--- src/sv/itl_pkg.sv ---
// Shared types, register codes and radix constants for the integer token lexer.
`timescale 1ns / 1ps

package itl_pkg;

   // Extraction phase of the back end.
   typedef enum logic {
      PHASE_SKIP,
      PHASE_TOKEN
   } phase_type;

   // Configuration port geometry and register indexes.
   localparam int CSR_INDEX_W = 2;
   localparam int CSR_DATA_W  = 2;
   localparam logic [CSR_INDEX_W-1:0] CSR_BASE_MODE   = 2'd0;
   localparam logic [CSR_INDEX_W-1:0] CSR_SKIP_WS     = 2'd1;
   localparam logic [CSR_INDEX_W-1:0] CSR_UNSIGNED    = 2'd2;

   // Base mode codes.
   localparam logic [1:0] BASE_AUTO = 2'd0;
   localparam logic [1:0] BASE_DEC  = 2'd1;
   localparam logic [1:0] BASE_HEX  = 2'd2;
   localparam logic [1:0] BASE_OCT  = 2'd3;

   // Radix codes as reported on the result.
   localparam logic [4:0] RADIX_AUTO = 5'd0;
   localparam logic [4:0] RADIX_OCT  = 5'd8;
   localparam logic [4:0] RADIX_DEC  = 5'd10;
   localparam logic [4:0] RADIX_HEX  = 5'd16;

   // Digit value of a character that is no hex digit.
   localparam logic [4:0] DIGIT_NONE = 5'd16;

   // Character codes the lexer recognizes.
   localparam logic [7:0] CHAR_SPACE = 8'h20;
   localparam logic [7:0] CHAR_TAB   = 8'h09;
   localparam logic [7:0] CHAR_CR    = 8'h0D;
   localparam logic [7:0] CHAR_PLUS  = 8'h2B;
   localparam logic [7:0] CHAR_MINUS = 8'h2D;
   localparam logic [7:0] CHAR_ZERO  = 8'h30;
   localparam logic [7:0] CHAR_NINE  = 8'h39;
   localparam logic [7:0] CHAR_LOW_A = 8'h61;
   localparam logic [7:0] CHAR_LOW_F = 8'h66;
   localparam logic [7:0] CHAR_UP_A  = 8'h41;
   localparam logic [7:0] CHAR_UP_F  = 8'h46;
   localparam logic [7:0] CHAR_LOW_X = 8'h78;
   localparam logic [7:0] CHAR_UP_X  = 8'h58;

   // Classified character word passed from the front end to the back end.
   typedef struct packed {
      logic       eos;
      logic       space;
      logic       plus;
      logic       minus;
      logic       xchar;
      logic [4:0] digit;
   } class_type;

   // Result word.
   typedef struct packed {
      logic [31:0] value;
      logic        value_written;
      logic        fail;
      logic        eof;
      logic [3:0]  token_length;
      logic [15:0] skipped_count;
      logic [4:0]  radix_used;
   } rsp_type;

   // Radix selected by a base mode code.
   function automatic logic [4:0] mode_radix(input logic [1:0] mode);
      logic [4:0] radix;
      case (mode)
         BASE_DEC: radix = RADIX_DEC;
         BASE_HEX: radix = RADIX_HEX;
         BASE_OCT: radix = RADIX_OCT;
         default:  radix = RADIX_AUTO;
      endcase
      return radix;
   endfunction

endpackage

--- src/sv/itl_fifo.sv ---
// Small register queue with push/pop handshakes, used between the lexer stages.
`timescale 1ns / 1ps

module itl_fifo #(
   parameter int WIDTH = 8,
   parameter int DEPTH = 2
) (
   input  logic             clock,
   input  logic             reset,
   input  logic             push,
   input  logic [WIDTH-1:0] push_data,
   output logic             full,
   input  logic             pop,
   output logic [WIDTH-1:0] pop_data,
   output logic             empty
);

   localparam int PW = (DEPTH > 1) ? $clog2(DEPTH) : 1;
   localparam int CW = $clog2(DEPTH + 1);

   logic [WIDTH-1:0] mem_ff [DEPTH];
   logic [PW-1:0]    wr_ptr_ff, wr_ptr_in;
   logic [PW-1:0]    rd_ptr_ff, rd_ptr_in;
   logic [CW-1:0]    count_ff, count_in;
   logic             do_push, do_pop;

   assign full     = (count_ff == CW'(DEPTH));
   assign empty    = (count_ff == '0);
   assign do_push  = push && !full;
   assign do_pop   = pop && !empty;
   assign pop_data = mem_ff[rd_ptr_ff];

   // Pointer and occupancy update.
   always_comb begin
      wr_ptr_in = wr_ptr_ff;
      rd_ptr_in = rd_ptr_ff;
      count_in  = count_ff;
      if (do_push) begin
         wr_ptr_in = (wr_ptr_ff == PW'(DEPTH - 1)) ? '0 : wr_ptr_ff + 1'b1;
      end
      if (do_pop) begin
         rd_ptr_in = (rd_ptr_ff == PW'(DEPTH - 1)) ? '0 : rd_ptr_ff + 1'b1;
      end
      case ({do_push, do_pop})
         2'b10:   count_in = count_ff + 1'b1;
         2'b01:   count_in = count_ff - 1'b1;
         default: count_in = count_ff;
      endcase
   end

   always_ff @(posedge clock) begin
      if (reset) begin
         wr_ptr_ff <= '0;
         rd_ptr_ff <= '0;
         count_ff  <= '0;
      end else begin
         wr_ptr_ff <= wr_ptr_in;
         rd_ptr_ff <= rd_ptr_in;
         count_ff  <= count_in;
      end
   end

   // Storage needs no reset.
   always_ff @(posedge clock) begin
      if (do_push) begin
         mem_ff[wr_ptr_ff] <= push_data;
      end
   end

endmodule

--- src/sv/itl_front.sv ---
// Front end of the lexer: accepts characters and classifies them into words.
`timescale 1ns / 1ps

module itl_front (
   input  logic                 req_push,
   output logic                 req_full,
   input  logic [7:0]           req_ch,
   input  logic                 req_end_of_stream,
   output logic                 class_push,
   output itl_pkg::class_type   class_word,
   input  logic                 class_full
);

   logic is_dec, is_low_hex, is_up_hex;

   // The input side stalls only when the queue to the back end is full.
   assign req_full   = class_full;
   assign class_push = req_push && !class_full;

   assign is_dec     = (req_ch >= itl_pkg::CHAR_ZERO) && (req_ch <= itl_pkg::CHAR_NINE);
   assign is_low_hex = (req_ch >= itl_pkg::CHAR_LOW_A) && (req_ch <= itl_pkg::CHAR_LOW_F);
   assign is_up_hex  = (req_ch >= itl_pkg::CHAR_UP_A) && (req_ch <= itl_pkg::CHAR_UP_F);

   // Character classes do not depend on configuration.
   always_comb begin
      class_word.eos   = req_end_of_stream;
      class_word.space = (req_ch == itl_pkg::CHAR_SPACE) ||
                         ((req_ch >= itl_pkg::CHAR_TAB) && (req_ch <= itl_pkg::CHAR_CR));
      class_word.plus  = (req_ch == itl_pkg::CHAR_PLUS);
      class_word.minus = (req_ch == itl_pkg::CHAR_MINUS);
      class_word.xchar = (req_ch == itl_pkg::CHAR_LOW_X) || (req_ch == itl_pkg::CHAR_UP_X);
      if (is_dec) begin
         class_word.digit = 5'(req_ch - itl_pkg::CHAR_ZERO);
      end else if (is_low_hex) begin
         class_word.digit = 5'(req_ch - itl_pkg::CHAR_LOW_A + 8'd10);
      end else if (is_up_hex) begin
         class_word.digit = 5'(req_ch - itl_pkg::CHAR_UP_A + 8'd10);
      end else begin
         class_word.digit = itl_pkg::DIGIT_NONE;
      end
   end

endmodule

--- src/sv/itl_back.sv ---
// Back end of the lexer: configuration registers, token state machine and accumulator.
`timescale 1ns / 1ps

module itl_back #(
   parameter int BUFFER_SIZE = 16
) (
   input  logic                               clock,
   input  logic                               reset,
   input  logic                               csr_write,
   input  logic [itl_pkg::CSR_INDEX_W-1:0]    csr_index,
   input  logic [itl_pkg::CSR_DATA_W-1:0]     csr_data,
   input  itl_pkg::class_type                 class_word,
   input  logic                               class_empty,
   output logic                               class_pop,
   output logic                               rsp_push,
   output itl_pkg::rsp_type                   rsp_word,
   input  logic                               rsp_full
);

   localparam int CW = $clog2(BUFFER_SIZE);

   // Configuration registers.
   logic [1:0] base_ff;
   logic       skip_ff;
   logic       unsigned_ff;

   // Extraction state.
   itl_pkg::phase_type phase_ff, phase_in;
   logic          negative_ff, negative_in;
   logic          sign_seen_ff, sign_seen_in;
   logic [CW-1:0] chars_ff, chars_in;
   logic          have_digit_ff, have_digit_in;
   logic [4:0]    radix_ff, radix_in;
   logic [32:0]   mag_ff, mag_in;
   logic          first_zero_ff, first_zero_in;
   logic [15:0]   space_ff, space_in;

   logic          take;
   logic [4:0]    radix_now;
   logic          prefix_hit, digit_ok, finish, natural_eof, restart;
   logic [CW-1:0] second_pos, first_pos;
   logic [36:0]   mag_wide, product, sum;
   logic          ovf;

   // A word is taken whenever the result queue has room for a possible result.
   assign take      = !class_empty && !rsp_full;
   assign class_pop = take;

   assign second_pos = sign_seen_ff ? CW'(2) : CW'(1);
   assign first_pos  = CW'(sign_seen_ff);
   assign mag_wide   = {4'b0, mag_ff};
   assign radix_now  = (phase_ff == itl_pkg::PHASE_SKIP) ? itl_pkg::mode_radix(base_ff)
                                                         : radix_ff;

   // Next state and result formation.
   always_comb begin
      phase_in      = phase_ff;
      negative_in   = negative_ff;
      sign_seen_in  = sign_seen_ff;
      chars_in      = chars_ff;
      have_digit_in = have_digit_ff;
      radix_in      = radix_ff;
      mag_in        = mag_ff;
      first_zero_in = first_zero_ff;
      space_in      = space_ff;
      prefix_hit    = 1'b0;
      digit_ok      = 1'b0;
      finish        = 1'b0;
      natural_eof   = 1'b0;
      restart       = 1'b0;
      ovf           = 1'b0;
      product       = '0;
      sum           = '0;
      rsp_push      = 1'b0;
      rsp_word      = '0;

      if (take) begin
         if ((phase_ff == itl_pkg::PHASE_SKIP) && skip_ff && class_word.eos) begin
            // End of stream while skipping: value is left unwritten.
            rsp_push                = 1'b1;
            rsp_word.value          = '0;
            rsp_word.value_written  = 1'b0;
            rsp_word.fail           = 1'b1;
            rsp_word.eof            = 1'b1;
            rsp_word.token_length   = '0;
            rsp_word.skipped_count  = space_ff;
            rsp_word.radix_used     = itl_pkg::mode_radix(base_ff);
            restart                 = 1'b1;
         end else if ((phase_ff == itl_pkg::PHASE_SKIP) && skip_ff && class_word.space) begin
            if (space_ff != 16'hFFFF) begin
               space_in = space_ff + 1'b1;
            end
         end else begin
            phase_in = itl_pkg::PHASE_TOKEN;
            radix_in = radix_now;
            if (class_word.eos) begin
               finish      = 1'b1;
               natural_eof = 1'b1;
            end else if ((chars_ff == '0) && (class_word.plus || class_word.minus)) begin
               sign_seen_in = 1'b1;
               negative_in  = class_word.minus;
               chars_in     = chars_ff + 1'b1;
               finish       = (chars_in == CW'(BUFFER_SIZE - 1));
            end else begin
               // Prefix handling right after a leading zero.
               if ((chars_ff == second_pos) && first_zero_ff) begin
                  if (class_word.xchar &&
                      ((radix_now == itl_pkg::RADIX_AUTO) || (radix_now == itl_pkg::RADIX_HEX))) begin
                     radix_in      = itl_pkg::RADIX_HEX;
                     have_digit_in = 1'b0;
                     prefix_hit    = 1'b1;
                  end else if (radix_now == itl_pkg::RADIX_AUTO) begin
                     radix_in = itl_pkg::RADIX_OCT;
                  end
               end
               if (radix_in == itl_pkg::RADIX_HEX) begin
                  digit_ok = !class_word.digit[4];
               end else begin
                  digit_ok = (class_word.digit < 5'd10) &&
                             ((radix_in != itl_pkg::RADIX_OCT) || (class_word.digit < 5'd8));
               end
               if (prefix_hit || digit_ok) begin
                  if (!prefix_hit) begin
                     // Shift-add of the running magnitude by the radix in effect.
                     case (radix_in)
                        itl_pkg::RADIX_HEX: product = mag_wide << 4;
                        itl_pkg::RADIX_OCT: product = mag_wide << 3;
                        default:            product = (mag_wide << 3) + (mag_wide << 1);
                     endcase
                     sum = product + 37'(class_word.digit[3:0]);
                     have_digit_in = 1'b1;
                     mag_in = (|sum[36:32]) ? {1'b1, 32'b0} : sum[32:0];
                     if (chars_ff == first_pos) begin
                        first_zero_in = (class_word.digit == 5'd0);
                     end
                  end
                  chars_in = chars_ff + 1'b1;
                  finish   = (chars_in == CW'(BUFFER_SIZE - 1));
               end else begin
                  // A character outside the token ends it and stays in the stream.
                  finish = 1'b1;
               end
            end

            if (finish) begin
               rsp_push               = 1'b1;
               rsp_word.value_written = 1'b1;
               rsp_word.skipped_count = space_ff;
               rsp_word.radix_used    = radix_in;
               if (!have_digit_in) begin
                  rsp_word.value        = '0;
                  rsp_word.fail         = 1'b1;
                  rsp_word.token_length = '0;
                  rsp_word.eof          = natural_eof && (chars_in == '0);
               end else begin
                  rsp_word.token_length = 4'(chars_in);
                  rsp_word.eof          = natural_eof;
                  if (unsigned_ff) begin
                     ovf            = mag_in[32];
                     rsp_word.value = ovf ? 32'hFFFF_FFFF
                                          : (negative_in ? 32'd0 - mag_in[31:0] : mag_in[31:0]);
                  end else if (negative_in) begin
                     ovf            = mag_in[32] || (mag_in[31] && (|mag_in[30:0]));
                     rsp_word.value = ovf ? 32'h8000_0000 : 32'd0 - mag_in[31:0];
                  end else begin
                     ovf            = mag_in[32] || mag_in[31];
                     rsp_word.value = ovf ? 32'h7FFF_FFFF : mag_in[31:0];
                  end
                  rsp_word.fail = ovf;
               end
               restart = 1'b1;
            end
         end

         // Each extraction starts afresh after its result.
         if (restart) begin
            phase_in      = itl_pkg::PHASE_SKIP;
            negative_in   = 1'b0;
            sign_seen_in  = 1'b0;
            chars_in      = '0;
            have_digit_in = 1'b0;
            radix_in      = itl_pkg::mode_radix(base_ff);
            mag_in        = '0;
            first_zero_in = 1'b0;
            space_in      = '0;
         end
      end
   end

   // Configuration register writes.
   always_ff @(posedge clock) begin
      if (reset) begin
         base_ff     <= itl_pkg::BASE_AUTO;
         skip_ff     <= 1'b1;
         unsigned_ff <= 1'b0;
      end else if (csr_write) begin
         case (csr_index)
            itl_pkg::CSR_BASE_MODE: base_ff     <= csr_data;
            itl_pkg::CSR_SKIP_WS:   skip_ff     <= csr_data[0];
            itl_pkg::CSR_UNSIGNED:  unsigned_ff <= csr_data[0];
            default: ;
         endcase
      end
   end

   // Extraction state registers.
   always_ff @(posedge clock) begin
      if (reset) begin
         phase_ff      <= itl_pkg::PHASE_SKIP;
         negative_ff   <= 1'b0;
         sign_seen_ff  <= 1'b0;
         chars_ff      <= '0;
         have_digit_ff <= 1'b0;
         radix_ff      <= itl_pkg::RADIX_AUTO;
         mag_ff        <= '0;
         first_zero_ff <= 1'b0;
         space_ff      <= '0;
      end else begin
         phase_ff      <= phase_in;
         negative_ff   <= negative_in;
         sign_seen_ff  <= sign_seen_in;
         chars_ff      <= chars_in;
         have_digit_ff <= have_digit_in;
         radix_ff      <= radix_in;
         mag_ff        <= mag_in;
         first_zero_ff <= first_zero_in;
         space_ff      <= space_in;
      end
   end

endmodule

--- src/sv/integer_token_lexer.sv ---
// Top level of the integer token lexer: front end, word queues and back end.
//
// Usage: characters enter on the req_ channel, one word per cycle, each a
// peeked character or an end-of-stream mark. A word is taken at a rising edge
// with req_push high and req_full low. Results leave on the rsp_ channel: the
// oldest result is on the rsp_ ports while rsp_empty is low and is taken at an
// edge with rsp_pop high. Zero or one result follows each input word; one
// appears when an extraction ends (stop character, end of stream or length cap).
// The stop character itself is not consumed and must be offered again.
// A result enters the result queue as the word that ends the token is taken
// from the character queue. Throughput: one word per cycle while req_full is
// low; the classify in the front end and the shift-add are combinational.
// The csr_ port writes base_mode, skip_whitespace and unsigned_mode; it may be
// written only while the block is idle. Reset clears both queues and starts a
// fresh extraction with auto radix, whitespace skip on and signed conversion.
// When the receiver stalls, the result queue fills, the back end stops taking
// words, and req_full rises once the character queue is full.
`timescale 1ns / 1ps

module integer_token_lexer #(
   parameter int BUFFER_SIZE = 16
) (
   input  logic                             clock,
   input  logic                             reset,
   input  logic                             req_push,
   output logic                             req_full,
   input  logic [7:0]                       req_ch,
   input  logic                             req_end_of_stream,
   output logic                             rsp_empty,
   input  logic                             rsp_pop,
   output logic [31:0]                      rsp_value,
   output logic                             rsp_value_written,
   output logic                             rsp_fail,
   output logic                             rsp_eof,
   output logic [3:0]                       rsp_token_length,
   output logic [15:0]                      rsp_skipped_count,
   output logic [4:0]                       rsp_radix_used,
   input  logic                             csr_write,
   input  logic [itl_pkg::CSR_INDEX_W-1:0]  csr_index,
   input  logic [itl_pkg::CSR_DATA_W-1:0]   csr_data
);

   localparam int QUEUE_DEPTH = 2;
   localparam int CLASS_W     = $bits(itl_pkg::class_type);
   localparam int RSP_W       = $bits(itl_pkg::rsp_type);

   itl_pkg::class_type  class_in_word, class_out_word;
   logic [CLASS_W-1:0]  class_in_bits, class_out_bits;
   logic                class_push, class_full, class_pop, class_empty;
   itl_pkg::rsp_type    rsp_in_word, rsp_out_word;
   logic [RSP_W-1:0]    rsp_in_bits, rsp_out_bits;
   logic                rsp_push, rsp_full;

   assign class_in_bits  = class_in_word;
   assign class_out_word = class_out_bits;
   assign rsp_in_bits    = rsp_in_word;
   assign rsp_out_word   = rsp_out_bits;

   // Character classification.
   itl_front u_front (
      .req_push          (req_push),
      .req_full          (req_full),
      .req_ch            (req_ch),
      .req_end_of_stream (req_end_of_stream),
      .class_push        (class_push),
      .class_word        (class_in_word),
      .class_full        (class_full)
   );

   // Queue of classified words between front and back end.
   itl_fifo #(
      .WIDTH (CLASS_W),
      .DEPTH (QUEUE_DEPTH)
   ) u_class_queue (
      .clock     (clock),
      .reset     (reset),
      .push      (class_push),
      .push_data (class_in_bits),
      .full      (class_full),
      .pop       (class_pop),
      .pop_data  (class_out_bits),
      .empty     (class_empty)
   );

   // Token state machine and accumulator.
   itl_back #(
      .BUFFER_SIZE (BUFFER_SIZE)
   ) u_back (
      .clock       (clock),
      .reset       (reset),
      .csr_write   (csr_write),
      .csr_index   (csr_index),
      .csr_data    (csr_data),
      .class_word  (class_out_word),
      .class_empty (class_empty),
      .class_pop   (class_pop),
      .rsp_push    (rsp_push),
      .rsp_word    (rsp_in_word),
      .rsp_full    (rsp_full)
   );

   // Result queue toward the receiver.
   itl_fifo #(
      .WIDTH (RSP_W),
      .DEPTH (QUEUE_DEPTH)
   ) u_rsp_queue (
      .clock     (clock),
      .reset     (reset),
      .push      (rsp_push),
      .push_data (rsp_in_bits),
      .full      (rsp_full),
      .pop       (rsp_pop),
      .pop_data  (rsp_out_bits),
      .empty     (rsp_empty)
   );

   assign rsp_value         = rsp_out_word.value;
   assign rsp_value_written = rsp_out_word.value_written;
   assign rsp_fail          = rsp_out_word.fail;
   assign rsp_eof           = rsp_out_word.eof;
   assign rsp_token_length  = rsp_out_word.token_length;
   assign rsp_skipped_count = rsp_out_word.skipped_count;
   assign rsp_radix_used    = rsp_out_word.radix_used;

endmodule
--- config.mk ---
export PLATFORM = sky130hd
export DESIGN_NAME = integer_token_lexer
export DESIGN_NICKNAME = d
export VERILOG_FILES = /design/src/sv/itl_pkg.sv /design/src/sv/itl_fifo.sv /design/src/sv/itl_front.sv /design/src/sv/itl_back.sv /design/src/sv/integer_token_lexer.sv
export SDC_FILE = /design/constraint.sdc
export NUM_CORES = 1
export LEC_CHECK = 0
export BUFFER_PORTS_ARGS = -buffer_cell sky130_fd_sc_hd__buf_2
export CORE_UTILIZATION = 30
export CTS_CLUSTER_SIZE = 14
export DETAILED_ROUTE_END_ITERATION = 8
export GPL_TIMING_DRIVEN = 0
export MAX_ROUTING_LAYER = met4
export PLACE_DENSITY_LB_ADDON = 0.25
export SLEW_MARGIN = 20
export SYNTH_ARGS = -nofsm -noshare
export SYNTH_HDL_FRONTEND = slang
export SYNTH_SLANG_ARGS = --single-unit
--- constraint.sdc ---
create_clock -name clock -period 19.15 [get_ports clock]
set_input_delay 3.83 -clock clock [delete_from_list [all_inputs] [get_ports clock]]
set_output_delay 3.83 -clock clock [all_outputs]
set_load 0.02 [all_outputs]
==> results.md <==
- Die height: 224 um
- P_int: 0.00107 W
- Max cap viols: 0
- Startpoint types: flop
- Sw Share: 0.372
- Pre-CTS WS: 10.89 ns
- Io pins: 80
- Mean Syn Cell Area: 9.33 um^2
- Final Cell Area: 17000 um^2
- Grt met3 use: 0.0182
- Hold Vio Cnt, Final: 0
- Die area: 50400 um^2
- Post-CTS Repair Setup Buffers: 0
- Die width: 224 um
- Drt drc: 0
- Crit Path Max Fanout: 10
- Hold crit path type: reg2reg
- Clk pin slew, worst setup/hold paths: 0.06 ns
- Area leader, netlist: edfxtp_1
- Hold Startpoint: u_back.first_zero_ff
- Post-DP HPWL: 36400 um
- Hold_buf cts: 0
- Seq cells post-synth: 217
- YS warnings: 0
- Global route overflow: 0
- First-pass GRT wire length: 73500 um
- Outcome: finished clean
- Total number of vias: 13.1k
- Minimum clock period: 8.35 ns
- CP arrival: 8.63 ns
- Comb power frac: 0.357
- Final nets: 1765
- Power Density: 101 nW/um^2
- Initial DRC count: 1117
- CTS Buffer Depth: 3
- RD Place Congestion: 0.924
- Slew margin rel.: 0.376
- H-tree Lvls: 1
- Max-slew violation count: 0
- Main synth FF type: edfxtp_1
- Worst setup startpoint: u_back.phase_ff
- Vias in the first global route: 12.6k
- Crit share post-route: 0.436
- RSZ-0062 raised after global routing: no
- Async S/R FF share, synth: 0
- Synth Cell Area: 14800 um^2
- Critical path's slowest cell: nor4_1
- Slew @ Worst Pin: 0.933 ns
- Gr usage total: 0.190
- Drt total wl: 47000 um
- Core Box Area: 48800 um^2
- CTS Root Cell: clkbuf_16
- Number of diodes: 0
- Post-synth top area share: 0.283
- Post-Route Setup TNS: 0 ns
- Worst ir drop on vdd: 0.0611 mV
- Commonest non-fill, non-tap cell in the layout: nor2_1
- Number of nets with antenna violations after routing: 0
- CP Class: reg2reg
- Share of cells above drive strength 1: 0.164
- Placed inst area: 16200 um^2
- Net count after synthesis: 1658
- Netlist cell types: 106
- Num CTS Buffers: 24
- Input/output buffers: 78
- Worst EP required: 19.42 ns
- Largest net degree at the start of global routing: 47
- Sequential power share: 0.368
- Worst R2R Start: u_back.phase_ff
- EDFF count, synth: 140
- Post-synthesis sequential area ratio: 0.387
- Starting Density: 0.304
- Clock Latency Late Sink: 0.54 ns
- Initial antenna violation count: 0
- LEAKAGE: 5.94 nW
- Count of final setup violators: 0
- F_max: 0.120 GHz
- Final Skew: 0.0142 ns
- Via density: 5.49
- Worst path max stage delay: 0.57 ns
- Cell repeated most along the worst path: a21oi_1
- Gate Count Post-Synth: 1592
- Area Growth Syn to Fin: 14.3%
- Ranking of synthesized cells by area: edfxtp_1 28%, dfxtp_1 10%, mux2_2 5.2%
- Post_cts resized: 0
- Most frequent cells in the layout: 169 x nor2_1, 140 x edfxtp_1, 139 x a21oi_1
- CTS sink cnt: 217
- Met1 Use GR: 0.264
- Critical Path Sink Type: flop
- Clock power share: 0.275
- Final worst slack: 10.80 ns
- Initial DRT Pass Iterations: 5
- Switch Pwr: 0.000636 W
- Peak-usage layer in the global routing report: met2
- Met2 usage in global routing: 0.293
- CTS tree: built
- Average wire per standard cell: 19.7 um
- FP Rows: 81
[sequential cells by signal, indices dropped and copies added, names as in the netlist, named ones only]
name,flops
u_rsp_queue.wr_ptr_ff,1
u_back.radix_ff,5
u_class_queue.mem_ff,20
u_back.base_ff,2
u_back.have_digit_ff,1
u_back.phase_ff,1
u_back.unsigned_ff,1
u_back.skip_ff,1
u_class_queue.count_ff,2
u_class_queue.wr_ptr_ff,1
u_rsp_queue.mem_ff,120
u_back.negative_ff,1
u_rsp_queue.count_ff,2
u_back.first_zero_ff,1
u_back.mag_ff,33
u_back.sign_seen_ff,1
u_back.space_ff,16
u_rsp_queue.rd_ptr_ff,1
u_class_queue.rd_ptr_ff,1
u_back.chars_ff,4
[per-stage QoR]
stage                     std cells  power [W]  utilization  hold WS, ns
after floorplan                1592    0.00104            -        0.450
final                          2381    0.00171        0.347        0.488
after global placement         2334    0.00124        0.329        0.472
after detailed placement       2337    0.00125        0.331        0.470
after CTS                      2381    0.00173        0.347        0.481
after global routing           2381    0.00179        0.347        0.507
[final timing paths]
| path | end | slack (ns) | cells past startpoint |
|---|---|---|---|
| setup reg to reg | u_rsp_queue.mem_ff[1][46] | 10.80 | 30 |
| hold reg to reg | u_back.first_zero_ff | 0.49 | 2 |
| hold / removal | u_back.first_zero_ff | 0.49 | 2 |
| setup / recovery | u_rsp_queue.mem_ff[1][46] | 10.80 | 30 |
[cells by family after synthesis]
kind of cell    Yosys count  share of synthesized area
mux                      86                     0.0646
compound gates          487                      0.231
fa+ha+maj                48                     0.0415
flops                   217                      0.387
xor+xnor                 76                     0.0448
buf+inv                 121                     0.0370
simple gates            557                      0.194
[area by class of cell]
class / instances / area (um^2)
clock buffer: 29 / 639
inverter: 31 / 116
buffer: 90 / 433
sequential: 217 / 5750
fill: 5086 / 31900
timing repair buffer: 81 / 458
tap: 664 / 831
multi-input combinational: 1254 / 8580
clock inverter: 15 / 170
[Yosys cell counts (all sizes together), types with 8 or more instances]
cell / instances
a21oi: 142
nor2: 172
xor2: 34
o41ai: 8
a22oi: 40
clkbuf: 56
nand3: 45
nand2: 113
nor4: 13
and3: 44
a31oi: 14
mux2: 69
o21a: 13
a211oi: 35
edfxtp: 140
dfxtp: 77
o22ai: 16
o211ai: 18
o21ai: 74
xnor2: 42
nor3b: 8
o31ai: 17
mux2i: 17
and2: 21
nor3: 41
nand4: 24
inv: 31
nand3b: 8
or3: 20
a22o: 20
a21o: 21
ha: 46
nand2b: 15
buf: 34
[worst max-delay path: cells and delay by family, from the launching register on]
kind	cells	cell delay, ns
compound gates	10	2.33
xor+xnor	1	0.21
fa+ha+maj	3	0.67
buf+inv	6	1.77
flops	1	0.32
mux	1	0.43
simple gates	9	2.31
[layer usage]
| layer | share of wire | routed length [um] |
|---|---|---|
| met5 | 0 | 0 |
| met4 | 0.026 | 1240 |
| met3 | 0.055 | 2590 |
| met2 | 0.44 | 20800 |
| met1 | 0.48 | 22400 |
[power by group through the flow]
stage	Clock, W	Sequential, W	Combinational [W]
2_1_floorplan	0	0.000636	0.000401
3_3_place_gp	0	0.000645	0.000595
3_5_place_dp	0	0.000638	0.000611
4_1_cts	0.000482	0.000629	0.000615
5_1_grt	0.000497	0.000636	0.000656
6_report	0.000470	0.000628	0.000609
No activity file was read; power rests on OpenSTA's default activity.
